==> src/rtl/core/quad_x_mixer_desaturation_unit_assert.svh <==
// Assertion macros for the quad-X mixer desaturation unit.
`ifndef QUAD_X_MIXER_DESATURATION_UNIT_ASSERT_SVH
`define QUAD_X_MIXER_DESATURATION_UNIT_ASSERT_SVH
`define QXM_ASSERT_IMPL(lbl, a, c) \
  lbl: assert property (@(posedge clk) disable iff (!rst_n) (a) |-> (c)) \
    else $error("qxm check failed");
`define QXM_ASSERT_NEXT(lbl, a, c) \
  lbl: assert property (@(posedge clk) disable iff (!rst_n) (a) |=> (c)) \
    else $error("qxm check failed");
`endif

==> src/rtl/core/qxm_div_cell.sv <==
// One restoring division cell producing one quotient bit per stage.
`default_nettype none
module qxm_div_cell #(
  parameter int RW = 20,
  parameter int SB = 16,
  parameter int PW = 40
) (
  input  wire logic          clk,
  input  wire logic          adv,
  input  wire logic [RW-1:0] rem_i,
  input  wire logic [RW-1:0] den_i,
  input  wire logic [SB:0]   quo_i,
  input  wire logic [PW-1:0] pay_i,
  output logic      [RW-1:0] rem_o,
  output logic      [RW-1:0] den_o,
  output logic      [SB:0]   quo_o,
  output logic      [PW-1:0] pay_o
);
  logic [RW:0] sh;
  logic        ge;
  logic [RW-1:0] rem_r, den_r;
  logic [SB:0]   quo_r;
  logic [PW-1:0] pay_r;

  assign sh = {rem_i, 1'b0};
  assign ge = sh >= {1'b0, den_i};

  always_ff @(posedge clk) begin
    if (adv) begin
      rem_r <= ge ? RW'(sh - {1'b0, den_i}) : sh[RW-1:0];
      den_r <= den_i;
      quo_r <= {quo_i[SB-1:0], ge};
      pay_r <= pay_i;
    end
  end

  assign rem_o = rem_r;
  assign den_o = den_r;
  assign quo_o = quo_r;
  assign pay_o = pay_r;
endmodule
`default_nettype wire

==> config.mk <==
export PLATFORM = sky130hd
export DESIGN_NAME = qxm_div_cell
export DESIGN_NICKNAME = d
export VERILOG_FILES = /design/src/rtl/core/quad_x_mixer_desaturation_unit_assert.svh /design/src/rtl/core/qxm_div_cell.sv
export SDC_FILE = /design/constraint.sdc
export NUM_CORES = 1
export LEC_CHECK = 0
export BUFFER_PORTS_ARGS = -buffer_cell sky130_fd_sc_hd__buf_2
export CORE_MARGIN = 2
export CORE_UTILIZATION = 47
export DETAILED_ROUTE_END_ITERATION = 8
export GPL_ROUTABILITY_DRIVEN = 0
export GPL_TIMING_DRIVEN = 0
export PLACE_DENSITY = 0.83
export SLEW_MARGIN = 10
export SYNTH_ARGS = -nofsm -noshare
export SYNTH_HDL_FRONTEND = slang
export SYNTH_SLANG_ARGS = --single-unit
==> constraint.sdc <==
create_clock -name clk -period 3.1 [get_ports clk]
set_input_delay 0.62 -clock clk [delete_from_list [all_inputs] [get_ports clk]]
set_output_delay 0.62 -clock clk [all_outputs]
set_load 0.01 [all_outputs]
==> results of run 1 <==
-- path summary, 6_finish.rpt --
path	slack (ps)	endpoint
max	250	rem_o[9]
min	420	pay_o[35]
-- power breakdown --
group	switching [µW]	internal (µW)
clock	472	307
combinational	342	301
sequential	29.3	1590
-- flip-flops by register name, indices dropped and copies added, names as in the netlist --
signal  flops
den_o      20
quo_o      17
rem_o      20
pay_o      40
-- cell usage in the layout, fill, tap and decap left out, drive strengths merged, types with 2 or more instances in the layout --
master  Yosys  final
nand3       5      5
mux2       17     17
xnor2       7      7
a211oi      3      3
o21a        3      3
nor2       12     12
and3        3      3
a21oi      13     13
a31oi       5      5
a21o        3      3
o311ai      2      2
o211ai      2      2
xor2        7      7
inv        25     28
o31ai       2      2
nand2      14     14
nand4       4      4
clkbuf      3     12
o21ai      16     16
nor3        3      3
buf         5    200
clkinv      0      4
a211o       2      2
ha         20     20
edfxtp     97     97
mux2i       3      3
a221oi      3      3
-- area by class of cell --
| type | instances | share of cell area (%) |
|---|---|---|
| buffer | 8 | 1.11 |
| sequential | 97 | 50.6 |
| inverter | 25 | 1.63 |
| clock inverter | 7 | 1.07 |
| clock buffer | 9 | 2.15 |
| multi-input combinational | 164 | 23.6 |
| timing repair buffer | 195 | 17.4 |
| tap | 111 | 2.41 |
-- logic make-up (layout without fill, tap and decap cells) --
logic type / Yosys count / after routing / synth area share (%)
flops: 97 / 97 / 65.8
xor+xnor: 14 / 14 / 2.77
compound gates: 61 / 61 / 10.1
simple gates: 48 / 48 / 5.37
buf+inv: 33 / 244 / 3.56
mux: 20 / 20 / 6.36
fa+ha+maj: 21 / 21 / 6.10
-- routing by layer --
metal	up-vias	global-route usage, %
li1	1536	-
met1	1536	22.9
met2	165	35.0
met3	19	6.73
met4	0	7.48
met5	-	0
-- per-stage QoR --
step / hold slack [ps] / area [µm²]
4_1_cts: 398 / 5750
3_5_place_dp: 798 / 5570
6_report: 420 / 5750
3_3_place_gp: 798 / 5540
2_1_floorplan: 719 / 4430
5_1_grt: 395 / 5750
==> reports/results.tsv, run 1 <==
stage	metric	value	unit
status	status	complete, no violations	
detailed_routing	routedLengthMet1	3870	µm
hold_path	hp-class	input port to register	
clock_tree	cts_buffers	9	
layout	diodes	0	
layout	syn2layout_area_growth	29.9	%
sta	setup_viol_count_final	0	
global_route	antenna_found_initial	0	
detailed_routing	wl_met2	5390	µm
sta	fin_crit_sh	92.0	%
clock_tree	cts_tree	done	
job	maxCapViolations	0	
worst_setup_path	start_kind	input port	
layout	multiInputGateArea	1360	µm²
sta	worstMarginPinSlew	476	ps
yosys	yosysTopAreaCell	edfxtp_1	
clock_tree	clock_sinks	97	
floorplan	core_area	9200	µm²
power_and_ir_drop	power.density	529	nW/µm²
power_and_ir_drop	finalPower	3040	µW
floorplan	fp.dieW	101	µm
detailed_routing	wl_per_cell	17.0	µm
worst_setup_path	cp.required	3220	ps
place	hpwl	8030	µm
layout	final_util	62.6	%
layout	fill_cells	710	
floorplan	die_area	10200	µm²
sta	drv_slew	0	
detailed_routing	vias_per_cell	5.29	
global_route	overflow	0	
worst_setup_path	crit_path_end_kind	register	
yosys	yosysUniqueCellTypes	51	
yosys	synth_edf_count	97	
layout	ff_latch_area	2910	µm²
floorplan	io_pins	196	
yosys	ys_warn_count	0	
yosys	synthCells	294	
place	preCtsSetupSlack	-142	ps
yosys	ys_top_cells_by_area	edfxtp_1 66%, ha_1 5.7%, mux2_4 5.4%	
power_and_ir_drop	p_leak	0.00255	µW
worst_setup_path	cp_data_arrival_time	2970	ps
floorplan	rows	35	
layout	fin_cells	616	
yosys	synth_top_area_share	65.8	%
clock_tree	cts_htree_levels	3	
clock_tree	hold_buffers	0	
clock_tree	cts_repair_resize_count	0	
yosys	ys.flop_type	edfxtp_1	
detailed_routing	num_vias	3256	
worst_setup_path	critical_path.max_fanout	10	
detailed_routing	ant_nets	0	
sta	fin_crit	2850	ps
worst_setup_path	crit_chain	buf_2 -> inv_1 -> ha_1 -> a21o_1 -> a31oi_1 -> o21ai_1 -> a31oi_2 -> o31ai_2 -> a31oi_2 -> buf_6 -> mux2_4	
worst_setup_path	critPathTopFamily	compound AO/OA/AOI/OAI gates	
floorplan	initial_utilization	48.1	%
detailed_routing	top_layer	met4	
detailed_routing	drc	0	
sta	relSlewSlack	67.9	%
yosys	syn_area	4430	µm²
global_route	grt_pass1_vias	3137	
layout	fin_nets	620	
place	port_buffers	194	
sta	fmax	351	MHz
worst_setup_path	worst-path-stages	11	
worst_setup_path	cp_slowest_cell	ha_1	
worst_setup_path	max_stage_delay	340	ps
yosys	syn_nets	414	
worst_setup_path	path_buf_inv	3	
floorplan	die_h	101	µm
detailed_routing	wl_met3	965	µm
yosys	synth_commonest_cells	97 x edfxtp_1, 25 x inv_1, 20 x ha_1	
detailed_routing	dr.first_iter.drc_count	156	
layout	drive_gt1_share	47.9	%
global_route	grt_pass1_wl	15700	µm
yosys	ys_async_sr_fraction	0	%
yosys	synth-seq-area-share	65.8	%
detailed_routing	first_pass_iters	5	
sta	timing.final.ws_setup	248	ps
hold_path	min_from	pay_i[35]	
clock_tree	clockBufferDepth	2	
sta	fin_tns_setup	0	ps
global_route	grt_max_degree	71	
worst_setup_path	crit_path_frequent_cell	a31oi_2	
hold_path	whs_path_depth	1	
yosys	post-synth-top-count-cell	edfxtp_1	
clock_tree	postCtsSetupBuffers	0	
yosys	ys_ff_latch	97	
sta	rsz0062_at_grt	false	
yosys	syn_area_per_cell	15.1	µm²
worst_setup_path	crit_start	den_i[4]	
power_and_ir_drop	peakVddDrop	0.201	mV
detailed_routing	wirelength	10500	µm
global_route	track_usage	20.1	%
clock_tree	cts-root-buf	clkbuf_8	
worst_setup_path	path_class	input port to register	
clock_tree	path_clk_slew	100	ps
sta	hold_viol	0	
place	dp.cells	600	
Note: power is estimated with default switching activity, not from simulation.
==> run 2, diff against run 1 <==
ABC_AREA = 1   (was default)
CORE_UTILIZATION = 48   (was 47)
PLACE_DENSITY = 0.84   (was 0.83)
==> reports/results.tsv, run 2 <==
stage	metric	value	unit	change
yosys	post-synth-top-count-cell	nand2_1		
yosys	synth_edf_count	97		unchanged
layout	fill_cells	725		+2.1%
yosys	synth_commonest_cells	139 x nand2_1, 97 x edfxtp_1, 65 x inv_1		
clock_tree	clockBufferDepth	2		unchanged
yosys	ys_ff_latch	97		unchanged
yosys	ys_top_cells_by_area	edfxtp_1 64%, nand2_1 11%, ha_1 5.5%		
floorplan	die_area	10300	µm²	+0.78%
place	hpwl	8380	µm	+4.3%
worst_setup_path	cp_data_arrival_time	2190	ps	-780 ps
sta	rsz0062_at_grt	false		
floorplan	core_area	9240	µm²	+0.48%
power_and_ir_drop	power.density	504	nW/µm²	-4.6%
layout	fin_nets	756		+22%
global_route	grt_pass1_vias	3556		+13%
sta	setup_viol_count_final	0		unchanged
yosys	syn_area_per_cell	10.6	µm²	-30%
worst_setup_path	path_class	input port to register		
floorplan	rows	35		unchanged
layout	final_cell_mix	193 x buf_2, 139 x nand2_1, 97 x edfxtp_1		
hold_path	min_from	quo_i[4]		
floorplan	io_pins	196		unchanged
yosys	synth_top_area_share	63.9	%	-1.9 points
clock_tree	postCtsSetupBuffers	0		unchanged
global_route	overflow	0		unchanged
worst_setup_path	max_stage_delay	360	ps	+20 ps
worst_setup_path	start_kind	input port		
clock_tree	cts_tree	done		
detailed_routing	vias_per_cell	4.72		-11%
status	status	complete, no violations		
sta	fin_crit_sh	66.7	%	-25 points
yosys	yosysUniqueCellTypes	25		-51%
worst_setup_path	crit_chain	buf_2 -> inv_1 -> ha_1 -> nand2_1 -> nor2_1 -> nand2_1 -> o21ai_0 -> nor2_1 -> nand2_4 -> inv_4 -> buf_8 -> nand2_1 -> nand2_1		
layout	largest_reg_flops	40		unchanged
detailed_routing	ant_nets	0		unchanged
layout	syn2layout_area_growth	29.4	%	
hold_path	whs_path_depth	1		unchanged
worst_setup_path	cp_slowest_cell	ha_1		
clock_tree	cts_repair_resize_count	0		unchanged
worst_setup_path	crit_path_frequent_cell	nand2_1		
clock_tree	clock_sinks	97		unchanged
yosys	yosysTopAreaCell	edfxtp_1		
clock_tree	cts-root-buf	clkbuf_8		
worst_setup_path	critical_path.max_fanout	10		unchanged
detailed_routing	drc	0		unchanged
yosys	ys.flop_type	edfxtp_1		
layout	final_util	63.9	%	+1.3 points
power_and_ir_drop	peakVddDrop	0.271	mV	+35%
clock_tree	path_clk_slew	100	ps	about the same
detailed_routing	first_pass_iters	5		unchanged
sta	fin_tns_setup	0	ps	unchanged
layout	final_common_cell	buf_2		
worst_setup_path	cp.required	3220	ps	about the same
job	maxCapViolations	0		unchanged
clock_tree	cts_htree_levels	3		unchanged
yosys	syn_area	4560	µm²	+3.0%
layout	drive_gt1_share	35.9	%	-12 points
global_route	grt_max_degree	69		-2.8%
floorplan	initial_utilization	49.3	%	+1.2 points
global_route	track_usage	20.4	%	+0.31 points
detailed_routing	wl_per_cell	13.9	µm	-18%
hold_path	hp-class	input port to register		
floorplan	fp.dieW	101	µm	+0.39%
sta	fmax	484	MHz	+38%
clock_tree	cts_buffers	9		unchanged
floorplan	die_h	101	µm	+0.39%
sta	drv_slew	0		unchanged
power_and_ir_drop	p_leak	0.00290	µW	+14%
layout	diodes	0		unchanged
detailed_routing	num_vias	3633		+12%
yosys	ys_warn_count	0		unchanged
global_route	grt_pass1_wl	16200	µm	+3.6%
sta	relSlewSlack	71.5	%	+3.6 points
detailed_routing	dr.first_iter.drc_count	212		+36%
place	port_buffers	194		unchanged
yosys	synth-seq-area-share	63.9	%	-1.9 points
yosys	syn_nets	550		+33%
sta	fin_crit	2070	ps	-784 ps
detailed_routing	wirelength	10700	µm	+2.1%
clock_tree	hold_buffers	0		unchanged
sta	worstMarginPinSlew	427	ps	-48.8 ps
hold_path	holdPathEnd	quo_o[5]		
yosys	ys_async_sr_fraction	0	%	unchanged
yosys	synthCells	430		+46%
sta	hold_viol	0		unchanged
worst_setup_path	crit_path_end_kind	register		
global_route	antenna_found_initial	0		unchanged
## run 2: changes by cell type after synthesis, sizes merged, moves of 13 or more
cell / change
nand3: +24
inv: +43
nand2: +134
nor2: +18
mux2: -17
o21ai: -13
## run 2: through the flow
| stage | power [µW] | area [µm²] | worst slack (ps) | hold slack [ps] | instances |
|---|---|---|---|---|---|
| 6_report | 2980 | 5900 | 1030 | 428 | 770 |
| 5_1_grt | 3120 | 5900 | 882 | 407 | 770 |
| 4_1_cts | 3000 | 5900 | 1050 | 419 | 770 |
| 3_5_place_dp | 2250 | 5720 | 665 | 798 | 754 |
| 3_3_place_gp | 2230 | 5690 | 592 | 797 | 753 |
| 2_1_floorplan | 1980 | 4560 | 981 | 719 | 430 |
## run 2: per-layer routing
layer	part of all wire, %	vias up	routed length, µm	global-route usage, %
li1	-	1816	-	-
met1	37	1624	3900	21.7
met5	0.056	-	6	0
met2	52	164	5590	37.2
met4	3.0	2	322	8.84
met3	8.0	27	856	6.21
## run 2: area by class of cell
class                      instances  area, µm²  share of cell area (%)
sequential                        97       2910                    49.4
multi-input combinational        262       1350                    22.9
timing repair buffer             195       1000                    17.0
inverter                          68        258                    4.37
tap                              129        161                    2.73
clock buffer                      10        128                    2.16
clock inverter                     6       52.6                   0.890
buffer                             3       37.5                   0.636
## run 2: worst max-delay path by stage
stage              start   endpoint  slack [ps]  depth (start not counted)
6_report        den_i[8]   rem_o[8]        1030                         13
5_1_grt         den_i[9]   rem_o[8]         880                         13
4_1_cts         den_i[8]   rem_o[8]        1050                         13
3_5_place_dp   den_i[15]   rem_o[4]         660                         13
3_3_place_gp         adv   rem_o[3]         590                          1
2_1_floorplan   den_i[3]  rem_o[10]         980                         14
## run 2: kinds of logic (layout without fill, tap and decap cells)
family                   count (synthesis)  after routing  share of synthesized area (%)
AND/OR/NAND/NOR                        214            214                           19.8
XOR/XNOR                                10             10                           1.92
AO/OA/AOI/OAI                           17             17                           2.00
flip-flops                              97             97                           63.9
adder cells (fa/ha/maj)                 21             21                           5.93
buffers and inverters                   71            282                           6.48
## run 2: critical path: cells and delay by family
family | cells | cell delay, ps
fa+ha+maj | 1 | 360
compound gates | 1 | 160
simple gates | 7 | 680
buf+inv | 4 | 360
## run 2: power breakdown
group	leakage, µW	internal (µW)	switching [µW]	total, µW
registers	0.000949	1590	26.7	1610
logic	0.00187	241	365	606
clock network	0.0000786	303	454	757
total	0.00290	2130	845	2980
==> run 3, diff against run 2 <==
ABC_AREA = 0   (was 1)
CORE_UTILIZATION = 43   (was 48)
PLACE_DENSITY = 0.8   (was 0.84)
clock period = 1.7 ns   (was 3.1 ns; I/O delays follow)
==> reports/results.tsv, run 3 (synthesis results as in run 1) <==
stage	metric	value	unit	change
status	status	finished with violations		
status	violations	setup timing		
clock_tree	cts_htree_levels	3		unchanged
sta	worstMarginPinSlew	531	ps	+104 ps
floorplan	die_area	11100	µm²	+8.1%
place	port_buffers	194		unchanged
clock_tree	clockBufferDepth	2		unchanged
clock_tree	hold_buffers	0		unchanged
sta	fin_crit	2240	ps	
power_and_ir_drop	peakVddDrop	0.529	mV	+95%
sta	relSlewSlack	64.6	%	-6.9 points
global_route	met3_usage	6.37	%	+0.16 points
global_route	grt_pass1_vias	3366		-5.3%
floorplan	io_pins	196		unchanged
worst_setup_path	crit_path_end_kind	register		
layout	final_util	62.9	%	-0.99 points
place	hpwl	8250	µm	-1.5%
clock_tree	clock_sinks	97		unchanged
layout	syn2layout_area_growth	44.0	%	
worst_setup_path	cp_slowest_cell	a31oi_1		
global_route	antenna_found_initial	0		unchanged
job	maxCapViolations	0		unchanged
sta	rsz0062_at_grt	true		
sta	timing.final.ws_setup	-538	ps	-1570 ps
sta	drv_slew	0		unchanged
floorplan	die_h	105	µm	+4.0%
worst_setup_path	start_kind	input port		
clock_tree	cts_buffers	9		unchanged
worst_setup_path	path_class	input port to register		
global_route	track_usage	20.0	%	-0.38 points
worst_setup_path	critical_path.max_fanout	4		-6
clock_tree	cts_tree	done		
clock_tree	path_clk_slew	100	ps	about the same
layout	final_cell_mix	188 x buf_2, 97 x edfxtp_1, 22 x buf_4		
sta	hold_viol	0		unchanged
detailed_routing	vias_per_cell	5.14		+8.9%
global_route	gr-max-usage-layer	met2		
floorplan	rows	37		+5.7%
detailed_routing	num_vias	3401		-6.4%
place	post_dp_cell_area	5680	µm²	-0.70%
detailed_routing	drc	0		unchanged
sta	setup_viol_count_final	21		+21
power_and_ir_drop	p_leak	0.00272	µW	-6.3%
worst_setup_path	cp.required	1830	ps	-1390 ps
global_route	grt.met2_usage	36.6	%	-0.65 points
detailed_routing	wl_per_cell	17.2	µm	+24%
worst_setup_path	crit_chain	buf_2 -> inv_2 -> ha_4 -> buf_6 -> buf_4 -> o21a_1 -> a21oi_2 -> o21ai_1 -> a31oi_1 -> mux2i_1 -> a311oi_1 -> mux2_4		
layout	fin_nets	641		-15%
power_and_ir_drop	power.density	953	nW/µm²	+89%
global_route	grt_max_degree	60		-13%
floorplan	core_area	10100	µm²	+9.7%
detailed_routing	wirelength	11400	µm	+6.5%
global_route	grt_pass1_wl	17000	µm	+4.9%
global_route	use_met1	21.9	%	+0.15 points
floorplan	initial_utilization	43.7	%	-5.7 points
worst_setup_path	cp_data_arrival_time	2370	ps	+180 ps
detailed_routing	dr.first_iter.drc_count	200		-5.7%
layout	final_common_cell	buf_2		
layout	diodes	0		unchanged
layout	fin_area	6370	µm²	+8.0%
detailed_routing	ant_nets	0		unchanged
global_route	overflow	0		unchanged
layout	drive_gt1_share	57.6	%	+22 points
floorplan	fp.dieW	105	µm	+4.0%
sta	fin_crit_sh	132	%	
hold_path	hp-class	input port to register		
sta	fmax	447	MHz	
worst_setup_path	max_stage_delay	300	ps	-60 ps
detailed_routing	first_pass_iters	6		+1
clock_tree	cts-root-buf	clkbuf_8		
layout	largest_reg_flops	40		unchanged
sta	hold_ws	139	ps	-289 ps
==> run 3: metal layers <==
metal | part of all wire [%] | routed length, µm
met5 | 0 | 0
met4 | 1.9 | 216
met3 | 7.7 | 879
met2 | 53 | 5990
met1 | 38 | 4280
==> run 3: final cells by class <==
| type | instances | area (µm²) |
|---|---|---|
| Clock buffer | 9 | 124 |
| Timing Repair Buffer | 219 | 1240 |
| Inverter | 25 | 124 |
| Clock inverter | 7 | 103 |
| Tap cell | 136 | 170 |
| Sequential cell | 97 | 2910 |
| Buffer | 5 | 65.1 |
| Fill cell | 784 | 3760 |
| Multi-Input combinational cell | 164 | 1640 |
==> run 3: path summary, 6_finish.rpt <==
check | cells past startpoint | to | startpoint
worst max-delay path | 12 | rem_o[16] | den_i[10]
worst min-delay path | 1 | pay_o[21] | pay_i[21]
==> run 3: metrics by stage <==
| step | cells | setup TNS (ps) | setup WS (ps) | power [µW] |
|---|---|---|---|---|
| after detailed placement | 625 | -23580 | -1190 | 4220 |
| after floorplan | 294 | -13530 | -699 | 3700 |
| final | 662 | -10010 | -538 | 6070 |
| after global placement | 624 | -76470 | -1160 | 4170 |
| after CTS | 660 | -9360 | -500 | 6060 |
| after global routing | 662 | -10380 | -544 | 6310 |
==> run 3: critical path, delay by kind of cell <==
family | cells | cell delay (ps)
buffers and inverters | 4 | 440
AO/OA/AOI/OAI | 5 | 840
adder cells (fa/ha/maj) | 1 | 190
multiplexers | 2 | 530
==> run 3: repair_timing <==
| item | 4_1_cts | 5_1_grt |
|---|---|---|
| resized for setup | 53 | 16 |
| gates cloned | 1 | 0 |
| setup endpoints to repair | 21 | 21 |
| pin swaps | 15 | 10 |
| buffers inserted | 20 | 3 |
==> run 3: where the power goes <==
part	internal (µW)	leakage, µW	switching, µW	total (µW)
sequential	2900	0.000949	53.7	2950
combinational	705	0.00166	720	1420
clock	847	0.000111	850	1700
total	4450	0.00272	1620	6070
